`config.mk`:
```
export PLATFORM = sky130hd
export DESIGN_NAME = char_lcd_command_sequencer
export DESIGN_NICKNAME = d
export VERILOG_FILES = /design/src/rtl/core/clcd_pkg.sv /design/src/rtl/core/char_lcd_command_sequencer.sv /design/src/rtl/core/clcd_seq.sv /design/src/rtl/core/clcd_dp.sv
export SDC_FILE = /design/constraint.sdc
export NUM_CORES = 1
export LEC_CHECK = 0
export ABC_AREA = 1
export BUFFER_PORTS_ARGS = -buffer_cell sky130_fd_sc_hd__buf_2
export CAP_MARGIN = 10
export CORE_MARGIN = 3
export CORE_UTILIZATION = 67
export DETAILED_ROUTE_END_ITERATION = 10
export GPL_ROUTABILITY_DRIVEN = 0
export PLACE_DENSITY = 0.95
export SYNTH_ARGS = -nofsm -noshare
export SYNTH_HDL_FRONTEND = slang
export SYNTH_SLANG_ARGS = --single-unit
```
`constraint.sdc`:
```
create_clock -name clk -period 10.38 [get_ports clk]
set_clock_uncertainty 0.05 [all_clocks]
set_input_delay 1.038 -clock clk [delete_from_list [all_inputs] [get_ports clk]]
set_output_delay 1.038 -clock clk [all_outputs]
set_load 0.05 [all_outputs]
```
`src/rtl/core/clcd_pkg.sv`:
```
// Shared types, constants and the microcode table of the LCD command sequencer.
// No dependencies.
`timescale 1ns / 1ps

package clcd_pkg;

  // Field widths
  localparam int KIND_W  = 3;
  localparam int BYTE_W  = 8;
  localparam int COL_W   = 6;
  localparam int NUM_W   = 31;
  localparam int ROWS_W  = 64;
  localparam int MS_W    = 8;
  localparam int WAIT_W  = 9;
  localparam int DIGIT_W = 4;

  // Glyph geometry
  localparam int GLYPH_ROWS = 8;
  localparam int ROW_SEL_W  = $clog2(GLYPH_ROWS);

  // Default digit capacity of the number conversion
  localparam int MAX_DIGITS_DEF = 10;

  // Divide by ten: q = (n * RECIP) >> DIV_SHIFT, exact for 32-bit n
  localparam logic [31:0] RECIP = 32'hCCCC_CCCD;
  localparam int DIV_SHIFT = 35;
  localparam int PROD_W    = NUM_W + 32;
  localparam int Q_W       = PROD_W - DIV_SHIFT;

  // Request kinds
  localparam logic [KIND_W-1:0] KIND_INIT   = 3'd0;
  localparam logic [KIND_W-1:0] KIND_CMD    = 3'd1;
  localparam logic [KIND_W-1:0] KIND_CHAR   = 3'd2;
  localparam logic [KIND_W-1:0] KIND_CURSOR = 3'd3;
  localparam logic [KIND_W-1:0] KIND_NUMBER = 3'd4;
  localparam logic [KIND_W-1:0] KIND_STORE  = 3'd5;
  localparam logic [KIND_W-1:0] KIND_SHOW   = 3'd6;

  // Configuration register indexes
  localparam int CFG_IDX_W = 3;
  localparam logic [CFG_IDX_W-1:0] REG_STROBE    = 3'd0;
  localparam logic [CFG_IDX_W-1:0] REG_HOLD      = 3'd1;
  localparam logic [CFG_IDX_W-1:0] REG_POWERUP   = 3'd2;
  localparam logic [CFG_IDX_W-1:0] REG_INIT_GAP  = 3'd3;
  localparam logic [CFG_IDX_W-1:0] REG_CLEAR_GAP = 3'd4;

  // LCD bytes
  localparam logic [BYTE_W-1:0] LCD_FUNC_SET  = 8'b0011_1000;
  localparam logic [BYTE_W-1:0] LCD_DISP_ON   = 8'b0000_1111;
  localparam logic [BYTE_W-1:0] LCD_CLEAR     = 8'b0000_0001;
  localparam logic [BYTE_W-1:0] LCD_ENTRY     = 8'b0000_0110;
  localparam logic [BYTE_W-1:0] LCD_DDRAM     = 8'h80;
  localparam logic [BYTE_W-1:0] LCD_CGRAM     = 8'b0100_0000;
  localparam logic [BYTE_W-1:0] ASCII_ZERO    = 8'h30;

  typedef struct packed {
    logic [MS_W-1:0] strobe_ms;
    logic [MS_W-1:0] hold_ms;
    logic [MS_W-1:0] powerup_ms;
    logic [MS_W-1:0] init_gap_ms;
    logic [MS_W-1:0] clear_gap_ms;
  } cfg_t;

  // Microcode fields
  typedef enum logic [2:0] {
    OP_DISPATCH, OP_NOP, OP_EMIT, OP_MUL, OP_FIX, OP_RD
  } op_t;

  typedef enum logic [2:0] {
    C_NEVER, C_DIV_MORE, C_CNT_NZ, C_ROW_MORE, C_GLYPH_BAD
  } cond_t;

  typedef enum logic [2:0] {
    S_IMM, S_BYTE, S_CURSOR, S_DIGIT, S_GADDR, S_ROW, S_GIDX
  } src_t;

  typedef enum logic {W_ZERO, W_POWERUP} wb_t;

  typedef enum logic [1:0] {A_HOLD, A_INIT, A_CLEAR} wa_t;

  typedef enum logic [1:0] {L_NO, L_YES, L_CNT_ZERO} lst_t;

  localparam int PC_W = 5;

  typedef struct packed {
    op_t              op;
    cond_t            cond;
    logic             fin;     // return to dispatch when the jump is not taken
    src_t             src;
    logic             rs;
    wb_t              wb;
    wa_t              wa;
    lst_t             lst;
    logic             cnt_up;
    logic [BYTE_W-1:0] imm;
    logic [PC_W-1:0]  target;
  } uword_t;

  typedef struct packed {
    logic   take;
    logic   go;
    uword_t uw;
  } seq_ctl_t;

  typedef struct packed {
    logic div_more;
    logic cnt_nz;
    logic row_more;
    logic glyph_bad;
    logic slot_free;
  } dp_stat_t;

  // Program addresses
  localparam logic [PC_W-1:0] PC_IDLE     = 5'd0;
  localparam logic [PC_W-1:0] PC_INIT0    = 5'd1;
  localparam logic [PC_W-1:0] PC_INIT1    = 5'd2;
  localparam logic [PC_W-1:0] PC_INIT2    = 5'd3;
  localparam logic [PC_W-1:0] PC_INIT3    = 5'd4;
  localparam logic [PC_W-1:0] PC_CMD      = 5'd5;
  localparam logic [PC_W-1:0] PC_CHR      = 5'd6;
  localparam logic [PC_W-1:0] PC_CUR      = 5'd7;
  localparam logic [PC_W-1:0] PC_NUM_MUL  = 5'd8;
  localparam logic [PC_W-1:0] PC_NUM_FIX  = 5'd9;
  localparam logic [PC_W-1:0] PC_NUM_RD   = 5'd10;
  localparam logic [PC_W-1:0] PC_NUM_EMIT = 5'd11;
  localparam logic [PC_W-1:0] PC_GLY_CMD  = 5'd12;
  localparam logic [PC_W-1:0] PC_GLY_ROW  = 5'd13;
  localparam logic [PC_W-1:0] PC_GLY_END  = 5'd14;
  localparam logic [PC_W-1:0] PC_SHOW_CHK = 5'd15;
  localparam logic [PC_W-1:0] PC_SHOW     = 5'd16;

  function automatic uword_t mk(op_t op, cond_t cond, logic fin, src_t src, logic rs,
                                wb_t wb, wa_t wa, lst_t lst, logic cnt_up,
                                logic [BYTE_W-1:0] imm, logic [PC_W-1:0] target);
    mk = '{op, cond, fin, src, rs, wb, wa, lst, cnt_up, imm, target};
  endfunction

  // Control store
  function automatic uword_t ucode(logic [PC_W-1:0] pc);
    uword_t w;
    w = mk(OP_NOP, C_NEVER, 1'b1, S_IMM, 1'b0, W_ZERO, A_HOLD, L_NO, 1'b0, '0, PC_IDLE);
    unique case (pc)
      PC_IDLE:     w = mk(OP_DISPATCH, C_NEVER, 1'b0, S_IMM, 1'b0, W_ZERO, A_HOLD,
                          L_NO, 1'b0, '0, PC_IDLE);
      PC_INIT0:    w = mk(OP_EMIT, C_NEVER, 1'b0, S_IMM, 1'b0, W_POWERUP, A_INIT,
                          L_NO, 1'b0, LCD_FUNC_SET, PC_IDLE);
      PC_INIT1:    w = mk(OP_EMIT, C_NEVER, 1'b0, S_IMM, 1'b0, W_ZERO, A_INIT,
                          L_NO, 1'b0, LCD_DISP_ON, PC_IDLE);
      PC_INIT2:    w = mk(OP_EMIT, C_NEVER, 1'b0, S_IMM, 1'b0, W_ZERO, A_CLEAR,
                          L_NO, 1'b0, LCD_CLEAR, PC_IDLE);
      PC_INIT3:    w = mk(OP_EMIT, C_NEVER, 1'b1, S_IMM, 1'b0, W_ZERO, A_INIT,
                          L_YES, 1'b0, LCD_ENTRY, PC_IDLE);
      PC_CMD:      w = mk(OP_EMIT, C_NEVER, 1'b1, S_BYTE, 1'b0, W_ZERO, A_HOLD,
                          L_YES, 1'b0, '0, PC_IDLE);
      PC_CHR:      w = mk(OP_EMIT, C_NEVER, 1'b1, S_BYTE, 1'b1, W_ZERO, A_HOLD,
                          L_YES, 1'b0, '0, PC_IDLE);
      PC_CUR:      w = mk(OP_EMIT, C_NEVER, 1'b1, S_CURSOR, 1'b0, W_ZERO, A_HOLD,
                          L_YES, 1'b0, '0, PC_IDLE);
      PC_NUM_MUL:  w = mk(OP_MUL, C_NEVER, 1'b0, S_IMM, 1'b0, W_ZERO, A_HOLD,
                          L_NO, 1'b0, '0, PC_IDLE);
      PC_NUM_FIX:  w = mk(OP_FIX, C_DIV_MORE, 1'b0, S_IMM, 1'b0, W_ZERO, A_HOLD,
                          L_NO, 1'b0, '0, PC_NUM_MUL);
      PC_NUM_RD:   w = mk(OP_RD, C_NEVER, 1'b0, S_IMM, 1'b0, W_ZERO, A_HOLD,
                          L_NO, 1'b0, '0, PC_IDLE);
      PC_NUM_EMIT: w = mk(OP_EMIT, C_CNT_NZ, 1'b1, S_DIGIT, 1'b1, W_ZERO, A_HOLD,
                          L_CNT_ZERO, 1'b0, '0, PC_NUM_RD);
      PC_GLY_CMD:  w = mk(OP_EMIT, C_NEVER, 1'b0, S_GADDR, 1'b0, W_ZERO, A_HOLD,
                          L_NO, 1'b0, '0, PC_IDLE);
      PC_GLY_ROW:  w = mk(OP_EMIT, C_ROW_MORE, 1'b0, S_ROW, 1'b1, W_ZERO, A_HOLD,
                          L_NO, 1'b1, '0, PC_GLY_ROW);
      PC_GLY_END:  w = mk(OP_EMIT, C_NEVER, 1'b1, S_IMM, 1'b0, W_ZERO, A_HOLD,
                          L_YES, 1'b0, LCD_DDRAM, PC_IDLE);
      PC_SHOW_CHK: w = mk(OP_NOP, C_GLYPH_BAD, 1'b0, S_IMM, 1'b0, W_ZERO, A_HOLD,
                          L_NO, 1'b0, '0, PC_IDLE);
      PC_SHOW:     w = mk(OP_EMIT, C_NEVER, 1'b1, S_GIDX, 1'b1, W_ZERO, A_HOLD,
                          L_YES, 1'b0, '0, PC_IDLE);
      default:     w = mk(OP_NOP, C_NEVER, 1'b1, S_IMM, 1'b0, W_ZERO, A_HOLD,
                          L_NO, 1'b0, '0, PC_IDLE);
    endcase
    ucode = w;
  endfunction

  // Program entry for each request kind
  function automatic logic [PC_W-1:0] entry_of(logic [KIND_W-1:0] kind);
    logic [PC_W-1:0] e;
    unique case (kind)
      KIND_INIT:   e = PC_INIT0;
      KIND_CMD:    e = PC_CMD;
      KIND_CHAR:   e = PC_CHR;
      KIND_CURSOR: e = PC_CUR;
      KIND_NUMBER: e = PC_NUM_MUL;
      KIND_STORE:  e = PC_GLY_CMD;
      KIND_SHOW:   e = PC_SHOW_CHK;
      default:     e = PC_IDLE;
    endcase
    entry_of = e;
  endfunction

endpackage

```
`src/rtl/core/char_lcd_command_sequencer.sv`:
```
// Top level of the character-LCD command sequencer: configuration registers,
// microcode sequencer and datapath. Depends on clcd_pkg, clcd_seq, clcd_dp.
//
//   channel  signals                                  role
//   in       in_valid / in_ready, request fields      one request per item
//   out      out_valid / out_ready, bus write fields  one bus write per item
//   cfg      cfg_write, cfg_index, cfg_data           register write, no wait
//
// One request at a time, with a dispatch step before each. Init writes its
// set-up bytes; command, char, cursor and show glyph write one byte (show
// checks its index first); store glyph writes the CGRAM address, the rows
// and a DDRAM address; a number takes two steps per digit through the shared
// divide-by-ten multiplier and two per digit through the digit memory read
// port. Each emit step holds while the output register is full and not taken.
// Reset clears the step counter, output valid and counter; loads cfg defaults.
`timescale 1ns / 1ps

module char_lcd_command_sequencer import clcd_pkg::*; #(
  parameter int MAX_DIGITS = MAX_DIGITS_DEF
) (
  input  logic                 clk,
  input  logic                 rst,
  input  logic                 cfg_write,
  input  logic [CFG_IDX_W-1:0] cfg_index,
  input  logic [MS_W-1:0]      cfg_data,
  input  logic                 in_valid,
  output logic                 in_ready,
  input  logic [KIND_W-1:0]    kind,
  input  logic [BYTE_W-1:0]    byte_value,
  input  logic [COL_W-1:0]     column,
  input  logic                 line,
  input  logic [NUM_W-1:0]     number,
  input  logic [BYTE_W-1:0]    glyph_index,
  input  logic [ROWS_W-1:0]    glyph_rows,
  output logic                 out_valid,
  input  logic                 out_ready,
  output logic                 register_select,
  output logic [BYTE_W-1:0]    bus_byte,
  output logic [MS_W-1:0]      pulse_ms,
  output logic [MS_W-1:0]      wait_before_ms,
  output logic [WAIT_W-1:0]    wait_after_ms,
  output logic                 last
);

  cfg_t     cfg;
  seq_ctl_t ctl;
  dp_stat_t stat;

  // Configuration registers; writes beyond the list are dropped
  always_ff @(posedge clk) begin
    if (rst) begin
      cfg.strobe_ms    <= 8'd1;
      cfg.hold_ms      <= 8'd1;
      cfg.powerup_ms   <= 8'd50;
      cfg.init_gap_ms  <= 8'd1;
      cfg.clear_gap_ms <= 8'd3;
    end else if (cfg_write) begin
      unique case (cfg_index)
        REG_STROBE:    cfg.strobe_ms    <= cfg_data;
        REG_HOLD:      cfg.hold_ms      <= cfg_data;
        REG_POWERUP:   cfg.powerup_ms   <= cfg_data;
        REG_INIT_GAP:  cfg.init_gap_ms  <= cfg_data;
        REG_CLEAR_GAP: cfg.clear_gap_ms <= cfg_data;
        default: begin
        end
      endcase
    end
  end

  clcd_seq u_seq (
    .clk      (clk),
    .rst      (rst),
    .in_valid (in_valid),
    .kind     (kind),
    .stat     (stat),
    .in_ready (in_ready),
    .ctl      (ctl)
  );

  clcd_dp #(
    .MAX_DIGITS (MAX_DIGITS)
  ) u_dp (
    .clk             (clk),
    .rst             (rst),
    .ctl             (ctl),
    .cfg             (cfg),
    .byte_value      (byte_value),
    .column          (column),
    .line            (line),
    .number          (number),
    .glyph_index     (glyph_index),
    .glyph_rows      (glyph_rows),
    .stat            (stat),
    .out_valid       (out_valid),
    .out_ready       (out_ready),
    .register_select (register_select),
    .bus_byte        (bus_byte),
    .pulse_ms        (pulse_ms),
    .wait_before_ms  (wait_before_ms),
    .wait_after_ms   (wait_after_ms),
    .last            (last)
  );

endmodule

```
`src/rtl/core/clcd_seq.sv`:
```
// Microcode sequencer: step counter, control store lookup and conditional jumps.
// Depends on clcd_pkg.
`timescale 1ns / 1ps

module clcd_seq import clcd_pkg::*; (
  input  logic              clk,
  input  logic              rst,
  input  logic              in_valid,
  input  logic [KIND_W-1:0] kind,
  input  dp_stat_t          stat,
  output logic              in_ready,
  output seq_ctl_t          ctl
);

  logic [PC_W-1:0] pc;
  logic [PC_W-1:0] pc_next;
  uword_t          uw;
  logic            go;
  logic            cond_hit;

  // Fetch the control word of this step
  assign uw = ucode(pc);

  // Hold on dispatch without an item, and on emit while the output is full and not taken
  always_comb begin
    unique case (uw.op)
      OP_DISPATCH: go = in_valid;
      OP_EMIT:     go = stat.slot_free;
      default:     go = 1'b1;
    endcase
  end

  // Select the jump condition
  always_comb begin
    unique case (uw.cond)
      C_NEVER:     cond_hit = 1'b0;
      C_DIV_MORE:  cond_hit = stat.div_more;
      C_CNT_NZ:    cond_hit = stat.cnt_nz;
      C_ROW_MORE:  cond_hit = stat.row_more;
      C_GLYPH_BAD: cond_hit = stat.glyph_bad;
      default:     cond_hit = 1'b0;
    endcase
  end

  // Advance the step counter
  always_comb begin
    priority if (!go) begin
      pc_next = pc;
    end else if (uw.op == OP_DISPATCH) begin
      pc_next = entry_of(kind);
    end else if (cond_hit) begin
      pc_next = uw.target;
    end else if (uw.fin) begin
      pc_next = PC_IDLE;
    end else begin
      pc_next = pc + 1'b1;
    end
  end

  always_ff @(posedge clk) begin
    if (rst) begin
      pc <= PC_IDLE;
    end else begin
      pc <= pc_next;
    end
  end

  assign in_ready = (uw.op == OP_DISPATCH);
  assign ctl.take = go && (uw.op == OP_DISPATCH);
  assign ctl.go   = go;
  assign ctl.uw   = uw;

endmodule

```
`src/rtl/core/clcd_dp.sv`:
```
// Datapath: item registers, divide-by-ten unit, digit memory and output register.
// Depends on clcd_pkg; driven by clcd_seq.
`timescale 1ns / 1ps

module clcd_dp import clcd_pkg::*; #(
  parameter int MAX_DIGITS = MAX_DIGITS_DEF
) (
  input  logic              clk,
  input  logic              rst,
  input  seq_ctl_t          ctl,
  input  cfg_t              cfg,
  input  logic [BYTE_W-1:0] byte_value,
  input  logic [COL_W-1:0]  column,
  input  logic              line,
  input  logic [NUM_W-1:0]  number,
  input  logic [BYTE_W-1:0] glyph_index,
  input  logic [ROWS_W-1:0] glyph_rows,
  output dp_stat_t          stat,
  output logic              out_valid,
  input  logic              out_ready,
  output logic              register_select,
  output logic [BYTE_W-1:0] bus_byte,
  output logic [MS_W-1:0]   pulse_ms,
  output logic [MS_W-1:0]   wait_before_ms,
  output logic [WAIT_W-1:0] wait_after_ms,
  output logic              last
);

  localparam int CNT_MAX = (MAX_DIGITS > GLYPH_ROWS) ? MAX_DIGITS : GLYPH_ROWS;
  localparam int CNT_W   = $clog2(CNT_MAX + 1);
  localparam int IDX_W   = (MAX_DIGITS > 1) ? $clog2(MAX_DIGITS) : 1;

  // Item registers
  logic [BYTE_W-1:0] byte_r;
  logic [COL_W-1:0]  column_r;
  logic              line_r;
  logic [NUM_W-1:0]  num_r;
  logic [BYTE_W-1:0] gidx_r;
  logic [ROWS_W-1:0] rows_r;

  logic [CNT_W-1:0]   cnt;
  logic [CNT_W-1:0]   cnt_dec;
  logic [PROD_W-1:0]  prod;
  logic [Q_W-1:0]     quot;
  logic [DIGIT_W-1:0] rem;
  logic [DIGIT_W-1:0] q_times10;
  logic [DIGIT_W-1:0] dmem [MAX_DIGITS];
  logic [DIGIT_W-1:0] rd_q;

  logic do_mul, do_fix, do_rd, do_emit;
  logic [BYTE_W-1:0] byte_sel;
  logic              last_sel;
  logic [MS_W-1:0]   gap_sel;

  assign do_mul  = ctl.go && (ctl.uw.op == OP_MUL);
  assign do_fix  = ctl.go && (ctl.uw.op == OP_FIX);
  assign do_rd   = ctl.go && (ctl.uw.op == OP_RD);
  assign do_emit = ctl.go && (ctl.uw.op == OP_EMIT);

  // Capture the item on dispatch
  always_ff @(posedge clk) begin
    if (ctl.take) begin
      byte_r   <= byte_value;
      column_r <= column;
      line_r   <= line;
      gidx_r   <= glyph_index;
      rows_r   <= glyph_rows;
    end
  end

  // Quotient and remainder of the registered product; the remainder needs only
  // the low four bits since it is known to be below ten
  assign quot      = prod[PROD_W-1:DIV_SHIFT];
  assign q_times10 = {quot[0], 3'b000} + {quot[2:0], 1'b0};
  assign rem       = num_r[DIGIT_W-1:0] - q_times10;
  assign cnt_dec   = cnt - 1'b1;

  // Multiply step, then fix-up step that writes the digit and shrinks the number
  always_ff @(posedge clk) begin
    if (do_mul) begin
      prod <= num_r * RECIP;
    end
  end

  always_ff @(posedge clk) begin
    if (ctl.take) begin
      num_r <= number;
    end else if (do_fix) begin
      num_r <= {{(NUM_W - Q_W){1'b0}}, quot};
    end
  end

  // Digit and row counter
  always_ff @(posedge clk) begin
    if (rst) begin
      cnt <= '0;
    end else if (ctl.take) begin
      cnt <= '0;
    end else if (do_fix || (do_emit && ctl.uw.cnt_up)) begin
      cnt <= cnt + 1'b1;
    end else if (do_rd) begin
      cnt <= cnt_dec;
    end
  end

  // Digit memory: one write and one registered read port
  always_ff @(posedge clk) begin
    if (do_fix) begin
      dmem[cnt[IDX_W-1:0]] <= rem;
    end
  end

  always_ff @(posedge clk) begin
    if (do_rd) begin
      rd_q <= dmem[cnt_dec[IDX_W-1:0]];
    end
  end

  // Status for the sequencer jumps
  assign stat.div_more  = (quot != '0) && (cnt < CNT_W'(MAX_DIGITS - 1));
  assign stat.cnt_nz    = (cnt != '0);
  assign stat.row_more  = (cnt != CNT_W'(GLYPH_ROWS - 1));
  assign stat.glyph_bad = |gidx_r[BYTE_W-1:3];
  assign stat.slot_free = !out_valid || out_ready;

  // Byte source
  always_comb begin
    unique case (ctl.uw.src)
      S_IMM:    byte_sel = ctl.uw.imm;
      S_BYTE:   byte_sel = byte_r;
      S_CURSOR: byte_sel = LCD_DDRAM + {2'b00, column_r} + {1'b0, line_r, 6'b000000};
      S_DIGIT:  byte_sel = ASCII_ZERO + {4'b0000, rd_q};
      S_GADDR:  byte_sel = LCD_CGRAM + {gidx_r[4:0], 3'b000};
      S_ROW:    byte_sel = rows_r[{cnt[ROW_SEL_W-1:0], 3'b000} +: BYTE_W];
      S_GIDX:   byte_sel = gidx_r;
      default:  byte_sel = ctl.uw.imm;
    endcase
  end

  // Wait-after gap
  always_comb begin
    unique case (ctl.uw.wa)
      A_INIT:  gap_sel = cfg.init_gap_ms;
      A_CLEAR: gap_sel = cfg.clear_gap_ms;
      default: gap_sel = '0;
    endcase
  end

  // Last-write flag
  always_comb begin
    unique case (ctl.uw.lst)
      L_YES:      last_sel = 1'b1;
      L_CNT_ZERO: last_sel = (cnt == '0);
      default:    last_sel = 1'b0;
    endcase
  end

  // Output register: load on emit, drop valid once taken
  always_ff @(posedge clk) begin
    if (rst) begin
      out_valid <= 1'b0;
    end else if (do_emit) begin
      out_valid <= 1'b1;
    end else if (out_ready) begin
      out_valid <= 1'b0;
    end
  end

  always_ff @(posedge clk) begin
    if (do_emit) begin
      register_select <= ctl.uw.rs;
      bus_byte        <= byte_sel;
      pulse_ms        <= cfg.strobe_ms;
      wait_before_ms  <= (ctl.uw.wb == W_POWERUP) ? cfg.powerup_ms : '0;
      wait_after_ms   <= {1'b0, cfg.hold_ms} + {1'b0, gap_sel};
      last            <= last_sel;
    end
  end

endmodule

```
==> flow_summary_export.csv, run 1 <==
group,metric,value,unit
detailed_routing,vias_per_cell,6.44,
critical_path,worst-path-max-fanout,4,
final_layout,syn_to_final_growth,10.1,%
global_route,antenna_found_initial,5,
timing,setup_tns,0,ns
floorplan,coreArea,36600,um^2
critical_path,crit_buf_inv,7,
floorplan,fp-row-count,70,
global_route,grt_max_degree,88,
detailed_routing,drtIter0Drc,2578,
floorplan,die_y,199,um
clock_tree,clk_latency,0.57,ns
critical_path,critical-path-max-stage-delay,0.69,ns
logic_synthesis,yosysUniqueCellTypes,55,
logic_synthesis,netlist_instances,2599,
job,drv_cap,0,
timing,slew_viol_final,0,
logic_synthesis,synth_area,24900,um^2
logic_synthesis,yosysSeqAreaShare,32.9,%
critical_path,crit_family,"adder cells",
timing,fin_crit,7.46,ns
global_route,grt_usage,40.5,%
detailed_routing,drt_wl_total,79.2,mm
floorplan,initial_core_util,68.1,%
final_layout,nNetsFinal,3480,
final_layout,fill_cells,2146,
timing,max_freq,0.134,GHz
placed_design,placed_area,26300,um^2
worst_hold_path,hold_class,"reg2reg",
clock_tree,clock-sinks,297,
floorplan,dieArea,39600,um^2
logic_synthesis,async_reset_ff_share,0,%
clock_tree,cts_max_path_buffers,3,
detailed_routing,ant_nets,0,
placed_design,dpl_worst_slack,3.23,ns
final_layout,final_util,75.0,%
detailed_routing,vias,21100,
placed_design,hpwlAfterDp,59.0,mm
logic_synthesis,synth_warnings,0,
critical_path,critPathMostFrequentCell,"inv_1",
detailed_routing,wl_per_cell,24.1,um
critical_path,cp_slowest_cell,"fa_1",
global_route,grt_overflow,0,
critical_path,crit_arrival,7.73,ns
timing,fin_ws,2.92,ns
clock_tree,ctsHoldBuffers,0,
clock_tree,cts_resized,0,
timing,setup_violations,0,
placed_design,numPortBuffers,173,
critical_path,endpoint_kind,"flip-flop",
final_layout,design_area,27500,um^2
clock_tree,htreeDepth,2,
detailed_routing,drc,0,
timing,finalHoldViolations,0,
clock_tree,post_cts_buffers,0,
status,status,"completed",
logic_synthesis,synth_ff_type,"edfxtp_1",
logic_synthesis,ys_ff_latch,297,
clock_tree,numCtsBuffers,34,
timing,fin_crit_sh,71.8,%
timing,tightestPinTransition,1.09,ns
global_route,grt_pass1_wl,122,mm
critical_path,crit_type,"reg2reg",
timing,max-slew-margin-rel,27.4,%
logic_synthesis,synth_edf_count,225,
logic_synthesis,synth_fp_nets,3297,
clock_tree,clkTransAtPathRegs,0.06,ns
clock_tree,tritoncts,"done",
detailed_routing,drt_first_pass_iters,7,
critical_path,worstSetupStartpointType,"flip-flop",
timing,rsz0062_at_grt,"no",
global_route,grt_pass1_vias,22000,
floorplan,ioPinCount,174,
final_layout,drive_gt1_share,9.86,%
critical_path,crit_required,10.66,ns
floorplan,die_x,199,um
clock_tree,cts.root.buffer_cell,"clkbuf_16",
logic_synthesis,avgSynthCellArea,9.59,um^2
-- metrics by stage --
step	instances	hold slack (ns)
6_report	3279	0.399
5_1_grt	3276	0.400
4_1_cts	3275	0.394
3_5_place_dp	3213	0.355
3_3_place_gp	3213	0.344
2_1_floorplan	2599	0.336
-- cell families (layout without fill, tap and decap cells) --
| kind of cell | Yosys count | count (layout) | share of synthesized area [%] |
|---|---|---|---|
| AND/OR/NAND/NOR | 766 | 766 | 12.7 |
| adder cells (fa/ha/maj) | 561 | 561 | 35.0 |
| buffers and inverters | 537 | 746 | 8.14 |
| AO/OA/AOI/OAI | 370 | 370 | 8.82 |
| flip-flops | 297 | 297 | 32.9 |
| XOR/XNOR | 60 | 60 | 2.11 |
| multiplexers | 8 | 8 | 0.321 |
| other | 0 | 3 | 0 |
-- worst reg2reg max path, delay by kind of cell, from the launching register on --
kind | cells | cell delay [ns]
fa+ha+maj | 9 | 4.04
simple gates | 9 | 1.03
compound gates | 2 | 0.82
buf+inv | 7 | 0.65
flops | 1 | 0.46
xor+xnor | 1 | 0.15
-- worst paths after layout --
path	depth (start not counted)	end	startpoint	slack, ns
min reg2reg	0	u_dp.pulse_ms[3]	cfg[35]	0.40
max reg2reg	28	u_dp.prod[46]	u_dp.num_r[14]	2.92
max	28	u_dp.prod[46]	u_dp.num_r[14]	2.92
min	0	u_dp.pulse_ms[3]	cfg[35]	0.40
-- metal layers --
metal | routed length (um) | global-route usage, %
met1 | 25700 | 46.2
met2 | 35600 | 65.3
met3 | 10300 | 12.5
met4 | 7450 | 28.7
met5 | 42 | 0
-- Yosys cell counts (all sizes together) (7+ instances only) --
cell type  instances  area, um^2
inv              501        1880
nand2            363        1380
ha               332        4150
nor2             272        1040
fa               229        4580
edfxtp           225        6760
o21ai            135         683
a21oi            110         551
dfxtp             72        1440
nand3             66         340
xor2              38         333
nor3              34         196
clkbuf            28         105
a21o              22         165
xnor2             22         193
nand4             20         138
o221ai            20         175
a31oi             15        93.8
o21bai            13        97.6
o211ai            12        90.1
o21a              10        75.1
a21boi             8        71.3
mux2i              8        80.1
a22oi              7        52.6
-- final cells by class --
type / instances / area [um^2] / area share, %
multi-input cells: 1765 / 14700 / 53.6
flip-flops and latches: 297 / 8200 / 29.9
inverters: 503 / 1890 / 6.89
clock buffers: 45 / 965 / 3.51
repair buffers: 181 / 938 / 3.42
well taps: 468 / 586 / 2.13
clock inverters: 17 / 156 / 0.570
diodes: 3 / 7.51 / 0.0273
-- sequential cells by signal (all words and copies together), names as in the netlist, 8 cells and up --
name,flops
cfg,40
u_dp.gidx_r,8
u_dp.num_r,31
u_dp.prod,28
u_dp.wait_before_ms,8
u_dp.wait_after_ms,9
u_dp.bus_byte,8
u_dp.pulse_ms,8
u_seq.uw,22
u_dp.rows_r,64
u_dp.byte_r,8
u_dp.dmem,40
-- cells in the final DEF (no fill, tap or decap), drive strengths merged, types with 13 or more instances in the layout --
cell and instances:
xnor2 22, edfxtp 225, ha 332, o21bai 13, nand3 66, xor2 38, a21o 22, clkbuf 45
nor2 272, o221ai 20, fa 229, nand2 363, nor3 34, a31oi 15, inv 508, o21ai 135
dfxtp 72, buf 181, nand4 20, a21oi 110
Power of run 1 is not shown: default switching activity piles up to over one toggle a cycle in this logic, so the estimate is an artifact.
==> run 2, diff against run 1 <==
CORE_UTILIZATION = 63   (was 67)
PLACE_DENSITY = 0.94   (was 0.95)
clock period = 7.3 ns   (was 10.38 ns; I/O delays follow)
==> flow_summary_export.csv, run 2 (synthesis gave the netlist of run 1 again) <==
group,metric,value,unit
clock_tree,htreeDepth,1,
clock_tree,cts.root.buffer_cell,"clkbuf_16",
detailed_routing,drt_wl_total,77.9,mm
global_route,grt_pass1_vias,21700,
timing,max_freq,0.138,GHz
detailed_routing,wl_per_cell,23.4,um
clock_tree,clock-sinks,297,
critical_path,endpoint_kind,"flip-flop",
detailed_routing,vias_per_cell,6.34,
floorplan,coreArea,38900,um^2
floorplan,initial_core_util,64.1,%
placed_design,hpwlAfterDp,60.0,mm
detailed_routing,drtIter0Drc,2981,
floorplan,ioPinCount,174,
critical_path,crit_arrival,7.60,ns
critical_path,reg2reg_from,"u_dp.num_r[9]",
floorplan,die_x,205,um
worst_hold_path,hold_class,"in2reg",
timing,fin_ws,0.0292,ns
timing,setup_violations,0,
timing,tightestPinTransition,1.07,ns
final_layout,multi_input_area,14700,um^2
timing,max-slew-margin-rel,28.7,%
final_layout,seqCellArea,8200,um^2
global_route,antenna_found_initial,2,
clock_tree,numCtsBuffers,31,
final_layout,largest_register,"u_dp.rows_r",
timing,fin_crit,7.27,ns
clock_tree,cts_max_path_buffers,3,
final_layout,drive_gt1_share,10.0,%
global_route,grt_overflow,0,
placed_design,dpl_worst_slack,0.262,ns
timing,finalHoldViolations,0,
final_layout,fill_cells,2491,
critical_path,worst-path-max-fanout,4,
timing,whs,0.224,ns
critical_path,crit_required,7.63,ns
final_layout,final_cell_mix,"inv_1, nand2_1, ha_1",
timing,setup_tns,0,ns
detailed_routing,ant_nets,0,
final_layout,nNetsFinal,3477,
floorplan,die_y,205,um
placed_design,numPortBuffers,173,
final_layout,largest_register_ffs,64,
floorplan,fp-row-count,72,
clock_tree,clk_latency,0.64,ns
timing,slew_viol_final,0,
detailed_routing,drt_first_pass_iters,8,
clock_tree,clkTransAtPathRegs,0.08,ns
final_layout,syn_to_final_growth,10.4,%
status,status,"completed",
worst_hold_path,min_from,"glyph_rows[2]",
timing,fin_crit_sh,99.6,%
job,drv_cap,0,
critical_path,crit_type,"reg2reg",
clock_tree,tritoncts,"done",
global_route,grt_pass1_wl,119,mm
detailed_routing,vias,21100,
floorplan,dieArea,42000,um^2
critical_path,worstSetupStartpointType,"flip-flop",
global_route,grt_max_degree,88,
global_route,grt_usage,36.9,%
critical_path,critPathLaunch,"u_dp.num_r[9]",
detailed_routing,drc,0,
final_layout,final_common_cell,"inv_1",
run 2: changes by cell type in the layout (fill, tap and decap cells not counted), moves of 2 or more:
cell	change
clkbuf_1	-3
o21ai_0	-2
clkinv_1	+2
a21oi_2	+3
o21ai_2	+2
clkbuf_16	-2
diode_2	-2
inv_4	-2
inv_6	-2
a21oi_1	-3
run 2: layout make-up:
type	instances	area share, %
Antenna cell	1	0.00909
Clock buffer	41	3.33
Clock inverter	17	0.636
Inverter	503	6.88
Multi-Input combinational cell	1765	53.6
Sequential cell	297	29.8
Tap cell	518	2.35
Timing Repair Buffer	181	3.44
run 2: metal layers:
layer	GRT usage, %	vias to the layer above	share of wire [%]	wire, um
met4	23.8	2	9.0	6980
met5	0	-	0.014	11
met3	10.2	545	13	9860
met1	42.6	9788	33	25600
li1	-	8865	-	-
met2	60.7	1872	45	35400
run 2: critical path, cell delays in order, from the launching register on:
cell and delay, ns:
edfxtp_1 0.50, ha_1 0.37, ha_1 0.46, inv_1 0.10, fa_1 0.52, inv_1 0.08, ha_1 0.32, a21oi_1 0.53
fa_1 0.52, inv_1 0.12, fa_1 0.45, fa_1 0.52, inv_1 0.08, fa_1 0.51, inv_1 0.05, ha_1 0.30
nand2_1 0.10, nor2_1 0.16, inv_1 0.10, nor2_1 0.14, inv_1 0.09, nor3_1 0.26, nand3_1 0.13, nand3_1 0.24
a21oi_1 0.14, xor2_1 0.16
run 2: path summary, 6_finish.rpt:
kind	to	slack (ns)	cells after the start
worst min register to register	u_dp.register_select	0.36	0
worst max register to register	u_dp.prod[61]	0.03	25
worst max-delay path	u_dp.prod[61]	0.03	25
worst min-delay path	u_dp.rows_r[2]	0.22	1
run 2: through the flow:
stage	utilization, %	instances	instance area [um^2]
6_report	70.7	3323	27500
2_1_floorplan	-	2599	24900
4_1_cts	70.6	3320	27500
5_1_grt	70.7	3322	27500
3_3_place_gp	67.7	3262	26400
3_5_place_dp	67.7	3262	26400
run 2: repair_timing:
| action | CTS | global route |
|---|---|---|
| gates resized for setup | 0 | 9 |
| setup buffers | 0 | 1 |
| endpoints found under the setup margin | 0 | 16 |
| hold buffers | 0 | 0 |
Power of run 2 is left out for the same reason.
